--- src/sv/hcpg_pkg.sv ---
// hcpg_pkg: shared types, constants and the microcode table of the hermite curve point generator
// no dependencies; used by the interfaces, the divider and the top level

package hcpg_pkg;

  localparam int POINT_COUNT_W = 7;
  localparam int OUT_W         = 20;
  localparam int NUM_REGS      = 8;
  localparam int CFG_IDX_W     = 3;

  // curve parameter u in unsigned q1.16
  localparam int U_FRAC = 16;
  localparam int U_W    = U_FRAC + 1;
  localparam logic [U_W-1:0] U_ONE = {1'b1, {U_FRAC{1'b0}}};

  // split point of the exact product and width of the folded low part
  localparam int SPLIT_W = 24;
  localparam int T_W     = 16;

  localparam int OUT_MAX = 524287;
  localparam int OUT_MIN = -524288;

  typedef enum logic [CFG_IDX_W-1:0] {
    REG_P0_X,
    REG_P0_Y,
    REG_P1_X,
    REG_P1_Y,
    REG_T0_X,
    REG_T0_Y,
    REG_T1_X,
    REG_T1_Y
  } reg_idx_t;

  localparam int REG_RESET [NUM_REGS] = '{-5, 0, 5, 0, 5, -1, 5, 1};

  typedef enum logic [2:0] {
    OP_DIV_INIT,
    OP_DIV_STEP,
    OP_H1,
    OP_H2,
    OP_LO,
    OP_HI,
    OP_EMIT
  } op_t;

  typedef enum logic [1:0] {
    J_NEXT,
    J_DIV_LOOP,
    J_EMIT
  } jmp_t;

  typedef enum logic {
    SEL_X,
    SEL_Y
  } sel_t;

  localparam int PC_W = 4;

  typedef struct packed {
    op_t             op;
    sel_t            sel;
    jmp_t            jmp;
    logic [PC_W-1:0] tgt;
  } ctrl_word_t;

  typedef struct packed {
    logic init;
    logic step;
  } div_ctl_t;

  localparam logic [PC_W-1:0] S_DIV_INIT = 4'd0;
  localparam logic [PC_W-1:0] S_DIV_STEP = 4'd1;
  localparam logic [PC_W-1:0] S_H1_X     = 4'd2;
  localparam logic [PC_W-1:0] S_H2_X     = 4'd3;
  localparam logic [PC_W-1:0] S_LO_X     = 4'd4;
  localparam logic [PC_W-1:0] S_HI_X     = 4'd5;
  localparam logic [PC_W-1:0] S_H1_Y     = 4'd6;
  localparam logic [PC_W-1:0] S_H2_Y     = 4'd7;
  localparam logic [PC_W-1:0] S_LO_Y     = 4'd8;
  localparam logic [PC_W-1:0] S_HI_Y     = 4'd9;
  localparam logic [PC_W-1:0] S_EMIT     = 4'd10;

  // per point: divide, horner in x, horner in y, hand over
  function automatic ctrl_word_t ucode_rd(input logic [PC_W-1:0] pc);
    ctrl_word_t w;
    w = '{op: OP_DIV_INIT, sel: SEL_X, jmp: J_NEXT, tgt: S_DIV_INIT};
    case (pc)
      S_DIV_INIT: w = '{op: OP_DIV_INIT, sel: SEL_X, jmp: J_NEXT,     tgt: S_DIV_INIT};
      S_DIV_STEP: w = '{op: OP_DIV_STEP, sel: SEL_X, jmp: J_DIV_LOOP, tgt: S_DIV_STEP};
      S_H1_X:     w = '{op: OP_H1,       sel: SEL_X, jmp: J_NEXT,     tgt: S_DIV_INIT};
      S_H2_X:     w = '{op: OP_H2,       sel: SEL_X, jmp: J_NEXT,     tgt: S_DIV_INIT};
      S_LO_X:     w = '{op: OP_LO,       sel: SEL_X, jmp: J_NEXT,     tgt: S_DIV_INIT};
      S_HI_X:     w = '{op: OP_HI,       sel: SEL_X, jmp: J_NEXT,     tgt: S_DIV_INIT};
      S_H1_Y:     w = '{op: OP_H1,       sel: SEL_Y, jmp: J_NEXT,     tgt: S_DIV_INIT};
      S_H2_Y:     w = '{op: OP_H2,       sel: SEL_Y, jmp: J_NEXT,     tgt: S_DIV_INIT};
      S_LO_Y:     w = '{op: OP_LO,       sel: SEL_Y, jmp: J_NEXT,     tgt: S_DIV_INIT};
      S_HI_Y:     w = '{op: OP_HI,       sel: SEL_Y, jmp: J_NEXT,     tgt: S_DIV_INIT};
      S_EMIT:     w = '{op: OP_EMIT,     sel: SEL_X, jmp: J_EMIT,     tgt: S_DIV_INIT};
      default:    w = '{op: OP_DIV_INIT, sel: SEL_X, jmp: J_NEXT,     tgt: S_DIV_INIT};
    endcase
    return w;
  endfunction

endpackage

--- src/sv/hcpg_in_if.sv ---
// hcpg_in_if: request channel of the hermite curve point generator
// depends on hcpg_pkg for the payload width

interface hcpg_in_if;
  logic                                valid;
  logic                                ready;
  logic [hcpg_pkg::POINT_COUNT_W-1:0] point_count;

  modport source (output valid, output point_count, input ready);
  modport sink   (input valid, input point_count, output ready);
endinterface

--- src/sv/hcpg_out_if.sv ---
// hcpg_out_if: curve point channel of the hermite curve point generator
// depends on hcpg_pkg for the payload widths

interface hcpg_out_if;
  logic                               valid;
  logic                               ready;
  logic signed [hcpg_pkg::OUT_W-1:0] x_pos;
  logic signed [hcpg_pkg::OUT_W-1:0] y_pos;
  logic                               is_last;

  modport source (output valid, output x_pos, output y_pos, output is_last, input ready);
  modport sink   (input valid, input x_pos, input y_pos, input is_last, output ready);
endinterface

--- src/sv/hcpg_divider.sv ---
// hcpg_divider: restoring divider, one quotient bit per cycle while step is asserted, forms (idx << 16) / divisor
// depends on hcpg_pkg for div_ctl_t and the width of u

module hcpg_divider #(
  parameter int IW = 6
) (
  input  logic                       clk,
  input  logic                       rst_n,
  input  hcpg_pkg::div_ctl_t         ctl,
  input  logic [IW-1:0]              dividend_idx,
  input  logic [IW-1:0]              divisor,
  output logic [hcpg_pkg::U_W-1:0]   quot,
  output logic                       done
);

  localparam int NW   = IW + hcpg_pkg::U_FRAC;
  localparam int CNTW = $clog2(NW);

  logic [NW-1:0]   num_r;
  logic [NW-1:0]   q_r;
  logic [IW-1:0]   rem_r;
  logic [CNTW-1:0] cnt_r;
  logic [CNTW-1:0] cnt_nxt;
  logic [IW:0]     trial;
  logic            fits;

  assign trial   = {rem_r, num_r[NW-1]};
  assign fits    = trial >= {1'b0, divisor};
  assign done    = cnt_r == CNTW'(NW - 1);
  assign cnt_nxt = done ? '0 : cnt_r + CNTW'(1);
  assign quot    = q_r[hcpg_pkg::U_W-1:0];

  always_ff @(posedge clk) begin
    if (!rst_n) begin
      cnt_r <= '0;
    end else if (ctl.init) begin
      cnt_r <= '0;
    end else if (ctl.step) begin
      cnt_r <= cnt_nxt;
    end
  end

  always_ff @(posedge clk) begin
    if (ctl.init) begin
      num_r <= {dividend_idx, {hcpg_pkg::U_FRAC{1'b0}}};
      rem_r <= '0;
      q_r   <= '0;
    end else if (ctl.step) begin
      num_r <= {num_r[NW-2:0], 1'b0};
      rem_r <= fits ? IW'(trial - {1'b0, divisor}) : trial[IW-1:0];
      q_r   <= {q_r[NW-2:0], fits};
    end
  end

endmodule

--- src/sv/hermite_curve_point_generator_unit.sv ---
// Cubic hermite curve tessellator. A request of N points (saturated to MAX_POINTS; zero gives
// no points) yields N transactions at u = floor(i*65536/(N-1)), the last one flagged. Each point
// is built in steps: one restoring-divider bit per cycle for u, then four passes per axis
// through a single shared multiplier evaluating the curve in horner form, then the point is
// handed over to the output register once the output can take it. The block takes no new
// request until the last point of the current one has been handed over.
// Depends on hcpg_pkg, hcpg_in_if, hcpg_out_if and hcpg_divider.

module hermite_curve_point_generator_unit #(
  parameter int MAX_POINTS = 64,
  parameter int COORD_BITS = 10
) (
  input  logic                             clk,
  input  logic                             rst_n,
  hcpg_in_if.sink                          in_chan,
  hcpg_out_if.source                       out_chan,
  input  logic                             cfg_we,
  input  logic [hcpg_pkg::CFG_IDX_W-1:0]   cfg_idx,
  input  logic [COORD_BITS-1:0]            cfg_wdata
);

  localparam int K   = COORD_BITS;
  localparam int IW  = $clog2(MAX_POINTS);
  localparam int CW  = $clog2(MAX_POINTS + 1);
  localparam int DW  = K + 3;
  localparam int CCW = K + 4;
  localparam int HW  = K + 13;
  localparam int MW  = (K + 20 > 25) ? K + 20 : 25;
  localparam int PW  = MW + hcpg_pkg::U_W + 1;
  localparam int OW  = hcpg_pkg::OUT_W;

  function automatic logic signed [DW-1:0] cube_coef(
    input logic signed [K-1:0] p0, input logic signed [K-1:0] p1,
    input logic signed [K-1:0] t0, input logic signed [K-1:0] t1);
    return ((DW'(p0) - DW'(p1)) <<< 1) + DW'(t0) + DW'(t1);
  endfunction

  function automatic logic signed [CCW-1:0] square_coef(
    input logic signed [K-1:0] p0, input logic signed [K-1:0] p1,
    input logic signed [K-1:0] t0, input logic signed [K-1:0] t1);
    logic signed [CCW-1:0] dp;
    dp = CCW'(p1) - CCW'(p0);
    return dp + (dp <<< 1) - (CCW'(t0) <<< 1) - CCW'(t1);
  endfunction

  // configuration
  logic signed [K-1:0] cfg_r [hcpg_pkg::NUM_REGS];

  always_ff @(posedge clk) begin
    if (!rst_n) begin
      for (int k = 0; k < hcpg_pkg::NUM_REGS; k++) begin
        cfg_r[k] <= K'(hcpg_pkg::REG_RESET[k]);
      end
    end else if (cfg_we) begin
      cfg_r[cfg_idx] <= cfg_wdata;
    end
  end

  // sequencer state
  logic                     busy_r, busy_nxt;
  logic [hcpg_pkg::PC_W-1:0] pc_r, pc_nxt;
  logic [IW-1:0]            point_index_r, point_index_nxt;
  logic [CW-1:0]            points_total_r;
  hcpg_pkg::ctrl_word_t     cw;

  // datapath
  logic signed [DW-1:0]     d_r [2];
  logic signed [CCW-1:0]    c_r [2];
  logic signed [MW-1:0]     acc_r;
  logic signed [HW-1:0]     hi_r;
  logic [hcpg_pkg::SPLIT_W-1:0] lo_r;
  logic [hcpg_pkg::T_W-1:0] t_r;
  logic signed [OW-1:0]     xr_r, yr_r;

  logic                     out_valid_r;
  logic signed [OW-1:0]     out_x_r, out_y_r;
  logic                     out_last_r;

  logic                     in_fire;
  logic [CW-1:0]            n_sat;
  logic                     last_pt;
  logic                     one_pt;
  logic                     can_emit;
  logic                     emit_fire;
  hcpg_pkg::div_ctl_t       div_ctl;
  logic [hcpg_pkg::U_W-1:0] div_quot;
  logic                     div_done;
  logic [hcpg_pkg::U_W-1:0] u_w;
  logic [IW-1:0]            dvs;

  logic signed [K-1:0]      a_w, b_w;
  logic signed [MW-1:0]     mul_a;
  logic signed [hcpg_pkg::U_W:0] mul_b;
  logic signed [PW-1:0]     prod;
  logic signed [PW-1:0]     sum_w;
  logic signed [PW-1:0]     q8_w;
  logic signed [OW-1:0]     sat_w;

  assign cw       = hcpg_pkg::ucode_rd(pc_r);
  assign in_fire  = in_chan.valid && in_chan.ready;
  assign n_sat    = (in_chan.point_count > hcpg_pkg::POINT_COUNT_W'(MAX_POINTS))
                    ? CW'(MAX_POINTS) : CW'(in_chan.point_count);
  assign last_pt  = (CW'(point_index_r) + CW'(1)) == points_total_r;
  assign one_pt   = points_total_r == CW'(1);
  assign can_emit = !out_valid_r || out_chan.ready;
  assign dvs      = IW'(points_total_r - CW'(1));
  assign u_w      = one_pt ? '0 : div_quot;

  assign in_chan.ready    = !busy_r;
  assign out_chan.valid   = out_valid_r;
  assign out_chan.x_pos   = out_x_r;
  assign out_chan.y_pos   = out_y_r;
  assign out_chan.is_last = out_last_r;

  hcpg_divider #(
    .IW (IW)
  ) u_div (
    .clk          (clk),
    .rst_n        (rst_n),
    .ctl          (div_ctl),
    .dividend_idx (point_index_r),
    .divisor      (dvs),
    .quot         (div_quot),
    .done         (div_done)
  );

  // next step
  always_comb begin
    busy_nxt        = busy_r;
    pc_nxt          = pc_r;
    point_index_nxt = point_index_r;
    if (!busy_r) begin
      pc_nxt          = hcpg_pkg::S_DIV_INIT;
      point_index_nxt = '0;
      if (in_fire && (n_sat != '0)) begin
        busy_nxt = 1'b1;
      end
    end else begin
      unique case (cw.jmp)
        hcpg_pkg::J_NEXT: begin
          pc_nxt = pc_r + hcpg_pkg::PC_W'(1);
        end
        hcpg_pkg::J_DIV_LOOP: begin
          pc_nxt = div_done ? pc_r + hcpg_pkg::PC_W'(1) : cw.tgt;
        end
        hcpg_pkg::J_EMIT: begin
          if (can_emit) begin
            if (last_pt) begin
              busy_nxt        = 1'b0;
              pc_nxt          = hcpg_pkg::S_DIV_INIT;
              point_index_nxt = '0;
            end else begin
              pc_nxt          = cw.tgt;
              point_index_nxt = point_index_r + IW'(1);
            end
          end
        end
        default: begin
          pc_nxt = hcpg_pkg::S_DIV_INIT;
        end
      endcase
    end
  end

  // step outputs
  always_comb begin
    div_ctl.init = busy_r && (cw.op == hcpg_pkg::OP_DIV_INIT);
    div_ctl.step = busy_r && (cw.op == hcpg_pkg::OP_DIV_STEP);
    emit_fire    = busy_r && (cw.op == hcpg_pkg::OP_EMIT) && can_emit;
  end

  always_ff @(posedge clk) begin
    if (!rst_n) begin
      busy_r        <= 1'b0;
      pc_r          <= hcpg_pkg::S_DIV_INIT;
      point_index_r <= '0;
      points_total_r <= '0;
    end else begin
      busy_r        <= busy_nxt;
      pc_r          <= pc_nxt;
      point_index_r <= point_index_nxt;
      if (in_fire) begin
        points_total_r <= n_sat;
      end
    end
  end

  // horner evaluation on the shared multiplier
  always_comb begin
    a_w = (cw.sel == hcpg_pkg::SEL_X) ? cfg_r[hcpg_pkg::REG_P0_X] : cfg_r[hcpg_pkg::REG_P0_Y];
    b_w = (cw.sel == hcpg_pkg::SEL_X) ? cfg_r[hcpg_pkg::REG_T0_X] : cfg_r[hcpg_pkg::REG_T0_Y];
    case (cw.op)
      hcpg_pkg::OP_H1: mul_a = MW'(d_r[cw.sel]);
      hcpg_pkg::OP_H2: mul_a = acc_r;
      hcpg_pkg::OP_LO: mul_a = MW'($signed({1'b0, lo_r}));
      hcpg_pkg::OP_HI: mul_a = MW'(hi_r);
      default:         mul_a = '0;
    endcase
  end

  assign mul_b = $signed({1'b0, u_w});
  assign prod  = mul_a * mul_b;

  always_comb begin
    case (cw.op)
      hcpg_pkg::OP_H1: sum_w = prod + (PW'(c_r[cw.sel]) <<< hcpg_pkg::U_FRAC);
      hcpg_pkg::OP_H2: sum_w = prod + (PW'(b_w) <<< (2 * hcpg_pkg::U_FRAC));
      hcpg_pkg::OP_HI: sum_w = prod + PW'($signed({1'b0, t_r}))
                               + (PW'(a_w) <<< hcpg_pkg::SPLIT_W);
      default:         sum_w = prod;
    endcase
    q8_w = sum_w >>> hcpg_pkg::U_FRAC;
    if (q8_w > PW'(hcpg_pkg::OUT_MAX)) begin
      sat_w = OW'(hcpg_pkg::OUT_MAX);
    end else if (q8_w < PW'(hcpg_pkg::OUT_MIN)) begin
      sat_w = OW'(hcpg_pkg::OUT_MIN);
    end else begin
      sat_w = OW'(q8_w);
    end
  end

  always_ff @(posedge clk) begin
    if (in_fire) begin
      d_r[hcpg_pkg::SEL_X] <= cube_coef(cfg_r[hcpg_pkg::REG_P0_X], cfg_r[hcpg_pkg::REG_P1_X],
                                        cfg_r[hcpg_pkg::REG_T0_X], cfg_r[hcpg_pkg::REG_T1_X]);
      d_r[hcpg_pkg::SEL_Y] <= cube_coef(cfg_r[hcpg_pkg::REG_P0_Y], cfg_r[hcpg_pkg::REG_P1_Y],
                                        cfg_r[hcpg_pkg::REG_T0_Y], cfg_r[hcpg_pkg::REG_T1_Y]);
      c_r[hcpg_pkg::SEL_X] <= square_coef(cfg_r[hcpg_pkg::REG_P0_X], cfg_r[hcpg_pkg::REG_P1_X],
                                          cfg_r[hcpg_pkg::REG_T0_X], cfg_r[hcpg_pkg::REG_T1_X]);
      c_r[hcpg_pkg::SEL_Y] <= square_coef(cfg_r[hcpg_pkg::REG_P0_Y], cfg_r[hcpg_pkg::REG_P1_Y],
                                          cfg_r[hcpg_pkg::REG_T0_Y], cfg_r[hcpg_pkg::REG_T1_Y]);
    end
    if (busy_r) begin
      case (cw.op)
        hcpg_pkg::OP_H1: acc_r <= MW'(sum_w);
        hcpg_pkg::OP_H2: begin
          hi_r <= HW'(sum_w >>> hcpg_pkg::SPLIT_W);
          lo_r <= sum_w[hcpg_pkg::SPLIT_W-1:0];
        end
        hcpg_pkg::OP_LO: t_r <= prod[hcpg_pkg::SPLIT_W+hcpg_pkg::T_W-1:hcpg_pkg::SPLIT_W];
        hcpg_pkg::OP_HI: begin
          if (cw.sel == hcpg_pkg::SEL_X) begin
            xr_r <= sat_w;
          end else begin
            yr_r <= sat_w;
          end
        end
        default: ;
      endcase
    end
  end

  // output register
  always_ff @(posedge clk) begin
    if (!rst_n) begin
      out_valid_r <= 1'b0;
    end else if (emit_fire) begin
      out_valid_r <= 1'b1;
    end else if (out_chan.ready) begin
      out_valid_r <= 1'b0;
    end
  end

  always_ff @(posedge clk) begin
    if (emit_fire) begin
      out_x_r    <= xr_r;
      out_y_r    <= yr_r;
      out_last_r <= last_pt;
    end
  end

`ifndef SYNTHESIS
  a_busy_counts: assert property (@(posedge clk) disable iff (!rst_n)
    busy_r |-> (points_total_r != '0) && (CW'(point_index_r) < points_total_r))
    else $error("point index outside the request");

  a_last_ends: assert property (@(posedge clk) disable iff (!rst_n)
    (emit_fire && last_pt) |=> !busy_r && out_valid_r && out_last_r)
    else $error("request did not finish on its last point");

  a_last_u_one: assert property (@(posedge clk) disable iff (!rst_n)
    (busy_r && (cw.op == hcpg_pkg::OP_H1) && last_pt && !one_pt) |-> (u_w == hcpg_pkg::U_ONE))
    else $error("last point not at u of one");
`endif

endmodule

--- src/flat_wrapper.sv ---
// flat-port wrapper written by rule: the top's interface ports become plain ports
module hermite_curve_point_generator_unit_flat 
#(
  parameter int MAX_POINTS = 64,
  parameter int COORD_BITS = 10
)
  (clk, rst_n, cfg_we, cfg_idx, cfg_wdata, in_chan_valid, in_chan_point_count, in_chan_ready, out_chan_valid, out_chan_x_pos, out_chan_y_pos, out_chan_is_last, out_chan_ready);
  hcpg_in_if in_chan_i ();
  hcpg_out_if out_chan_i ();
  input  logic clk;
  input  logic rst_n;
  input  logic cfg_we;
  input  logic [hcpg_pkg::CFG_IDX_W-1:0] cfg_idx;
  input  logic [COORD_BITS-1:0] cfg_wdata;
  input wire logic [$bits(in_chan_i.valid)-1:0] in_chan_valid;
  input wire logic [$bits(in_chan_i.point_count)-1:0] in_chan_point_count;
  output wire logic [$bits(in_chan_i.ready)-1:0] in_chan_ready;
  output wire logic [$bits(out_chan_i.valid)-1:0] out_chan_valid;
  output wire logic [$bits(out_chan_i.x_pos)-1:0] out_chan_x_pos;
  output wire logic [$bits(out_chan_i.y_pos)-1:0] out_chan_y_pos;
  output wire logic [$bits(out_chan_i.is_last)-1:0] out_chan_is_last;
  input wire logic [$bits(out_chan_i.ready)-1:0] out_chan_ready;
  assign in_chan_i.valid = in_chan_valid;
  assign in_chan_i.point_count = in_chan_point_count;
  assign in_chan_ready = in_chan_i.ready;
  assign out_chan_valid = out_chan_i.valid;
  assign out_chan_x_pos = out_chan_i.x_pos;
  assign out_chan_y_pos = out_chan_i.y_pos;
  assign out_chan_is_last = out_chan_i.is_last;
  assign out_chan_i.ready = out_chan_ready;
  hermite_curve_point_generator_unit #(.MAX_POINTS(MAX_POINTS), .COORD_BITS(COORD_BITS)) u_core (.clk(clk), .rst_n(rst_n), .in_chan(in_chan_i), .out_chan(out_chan_i), .cfg_we(cfg_we), .cfg_idx(cfg_idx), .cfg_wdata(cfg_wdata));
endmodule
--- config.mk ---
export PLATFORM = sky130hd
export DESIGN_NAME = hermite_curve_point_generator_unit_flat
export DESIGN_NICKNAME = d
export VERILOG_FILES = /design/src/sv/hcpg_pkg.sv /design/src/sv/hcpg_in_if.sv /design/src/sv/hcpg_out_if.sv /design/src/sv/hcpg_divider.sv /design/src/sv/hermite_curve_point_generator_unit.sv /design/src/flat_wrapper.sv
export SDC_FILE = /design/constraint.sdc
export NUM_CORES = 2
export LEC_CHECK = 0
export BUFFER_PORTS_ARGS = -buffer_cell sky130_fd_sc_hd__buf_2
export CAP_MARGIN = 20
export CORE_MARGIN = 1
export CORE_UTILIZATION = 55
export DETAILED_ROUTE_END_ITERATION = 8
export PLACE_DENSITY = 0.71
export SYNTH_ARGS = -nofsm -noshare
export SYNTH_HDL_FRONTEND = slang
export SYNTH_SLANG_ARGS = --single-unit
--- constraint.sdc ---
create_clock -name clk -period 15.5 [get_ports clk]
set_input_delay 3.1 -clock clk [delete_from_list [all_inputs] [get_ports clk]]
set_output_delay 3.1 -clock clk [all_outputs]
set_load 0.02 [all_outputs]
==> run metrics <==
top cells by area, synth=fa_1 (26%), edfxtp_1 (22%), ha_1 (8.9%); CP startpoint kind=flop; grt total ovfl=0; cell taking the most area after synthesis=fa_1; Worst Hold Class=flop to flop; layout cells sized above 1=~7.5%; initial antenna violation count=4; Cell Rows=102; Crit. path cell count=42; end of the critical path=u_core.yr_r[9]$_DFFE_PP_; busiest grt layer=met2; pins over their slew limit=0; FF-to-FF setup slack=about 1400 ps; worst hold path depth=0; Max rail drop VDD=approximately 0.1 mV; power density cells=roughly 77 nW/um2; Port Buffers=between 60 and 70; crit path DAT=~14000 ps; met2 Use GR=about 53%; CP peak stage delay=about 960 ps; worst r2r src=u_core.cw[9]$_DFF_P_; crit path buf inv count=6; Hold Crit Start=u_core.yr_r[9]$_DFFE_PP_; via count=between 30000 and 40000; Synth Net Count=~5500; DP HPWL=103 mm; largest net degree at the start of global routing=57; CP dominant cell by count=fa_1; Main synth FF type=edfxtp_1; worst r2r dst=u_core.yr_r[9]$_DFFE_PP_; Crit Path Class=flop to flop; 1st-pass router iterations=7; TNS Setup=0 ps; GPL Wtd Cong=1.02; top cell type's share of synthesized area=between 20% and 30%; Clock Tree Buf Depth=3; first-pass GRT wire length=approximately 200 mm; Final Hold Viols=0; M1 GR Usage=around two fifths; Synth Instances=around 4600; Setup Skew=roughly 55 ps; hold slack final=approximately 410 ps; CTS Buf Count=42; IO Pins=68; CTS sink cnt=roughly 370; RSZ-0062 raised after global routing=no; routed wire length per instance=between 20 and 25 um; Util after Layout=approximately three fifths; EDFF count, synth=between 300 and 400; Die X=between 200 and 300 um; Rel. slew slack=16.0%; Initial Util=a little under three fifths; die footprint=about 80000 um2; Core Box Area=~78000 um2; CTS tree=built; drt first-iter violations=between 3000 and 4000; crit path from=u_core.cw[9]$_DFF_P_; fin crit period=~14000 ps; number of global-route vias before repair=~34000; P&R area growth vs syn=7.31%; WP data required=roughly 16000 ps; share of flip-flops with an asynchronous set or reset=0%; FF+latch count, synth=about 370; sequential area share after synthesis=around a quarter; post-synthesis area per instance=9.39 um2; die span in y=283 um; postcts setup bufs=0; # resized after CTS=0; Post-route DRC=0; Period Utilization, post-route=91.1%; endpoint class of the critical path=flop; clk root buf=clkbuf_16; FF-to-FF path depth=42; Worst path slowest cell=nor2_2; Final #Nets=about 5600; status=complete, no violations; synthesized area=roughly 44000 um2; Max FO, Critical Path=19; yosys warns=0; post-route ant nets=0; synth unique cells=111; setup violators final=0; Worst-Skew Late Latency=600 ps; CTS clk-pin slew, worst paths=around 70 ps; met3 Usage GRT=5.47%; gr usage total=32.3%; Fmax=between 0.07 and 0.08 GHz; vias per inst=between 5 and 6; Worst-Margin Slew=around 1300 ps; CTS hold repair buffers=0; Lkg Pwr=21.3 nW; MaxCap Viol Count=0; Routed Wire Length=~130 mm; CP top delay family=compound AO/OA/AOI/OAI gates; # H-tree levels=2
==> report_power, final <==
part / switching [mW] / leakage (nW) / internal, mW / total [mW]
combinational: 0.724 / 17.1 / 0.503 / 1.23
sequential: 0.0440 / 3.44 / 1.22 / 1.26
clock: 0.453 / 0.741 / 0.680 / 1.13
==> cells by family (layout without fill, tap and decap cells) <==
logic type / count (synthesis) / count (layout) / share of synthesized area [%]
buffers and inverters: 1044 / 1107 / 9.33
other: 0 / 6 / 0
adder cells (fa/ha/maj): 876 / 876 / 34.9
AND/OR/NAND/NOR: 1300 / 1300 / 13.5
flip-flops: 367 / 367 / 24.1
XOR/XNOR: 215 / 215 / 4.47
AO/OA/AOI/OAI: 779 / 779 / 12.3
multiplexers: 58 / 58 / 1.40
==> state kept, by name, summed over array words and instances (netlist names), 23 cells and up <==
| register | count |
|---|---|
| u_core.c_r | 28 |
| u_core.d_r | 26 |
| u_core.hi_r | 23 |
| u_core.cfg_r | 80 |
| u_core.lo_r | 24 |
| u_core.acc_r | 30 |
==> layout by cell type (no fill, tap or decap), types with 32 or more instances in the layout <==
cell and n:
inv_1 868, ha_1 310, nand2b_1 56, a21oi_1 204
and2_1 79, buf_2 68, nor2_1 414, nand2_1 473
nor3_1 32, mux2i_1 36, xor2_1 73, dfxtp_1 51
a21o_1 90, clkbuf_16 42, o21bai_1 59, edfxtp_1 314
o21ai_0 128, xnor2_1 137, fa_1 565, buf_4 87
nand3_1 72
==> cell usage after synthesis, drive strengths merged (28+ instances only) <==
master  number
and2        83
dfxtp       53
nand2      475
clkbuf     153
nor2       420
mux2i       36
ha         310
edfxtp     314
fa         565
xor2        73
a21o        93
nor3        35
nand2b      56
a221oi      28
nand3       72
xnor2      138
o21ai      138
and3        29
a21oi      208
o21bai      59
inv        870
==> routing by layer <==
layer / wire length (um) / up-vias
li1: - / 15200
met1: 50500 / 16400
met2: 59900 / 1477
met3: 10800 / 334
met4: 7060 / 6
met5: 43 / -
==> worst min-delay path by stage <==
stage | to | slack, ps
6_report | u_core.out_chan.y_pos[9]$_DFFE_PP_ | 410
5_1_grt | u_core.out_chan.y_pos[16]$_DFFE_PP_ | 420
4_1_cts | u_core.out_chan.y_pos[9]$_DFFE_PP_ | 420
3_5_place_dp | u_core.out_chan.y_pos[1]$_DFFE_PP_ | 410
3_3_place_gp | u_core.out_chan.y_pos[19]$_DFFE_PP_ | 400
2_1_floorplan | u_core.out_chan.x_pos[0]$_DFFE_PP_ | 400
==> final cells by class <==
class | instances | area (um2)
Antenna cell | 6 | 15.0
Clock buffer | 45 | 1070
Clock inverter | 33 | 505
Fill cell | 6705 | 31200
Inverter | 871 | 3270
Multi-Input combinational cell | 3228 | 29100
Sequential cell | 367 | 10500
Tap cell | 1040 | 1300
Timing Repair Buffer | 158 | 1030
==> metrics by stage <==
| stage | instance area (um2) | cells | setup WS, ps | total power, mW |
|---|---|---|---|---|
| 3_3_place_gp | 45100 | 5656 | 1780 | 2.46 |
| 3_5_place_dp | 45100 | 5660 | 1750 | 2.50 |
| 5_1_grt | 46700 | 5742 | 908 | 3.81 |
| 2_1_floorplan | 43600 | 4639 | 3950 | 2.18 |
| 6_report | 46800 | 5748 | 1380 | 3.62 |
| 4_1_cts | 46700 | 5738 | 1750 | 3.63 |
No activity file was read; power rests on OpenSTA's default activity.
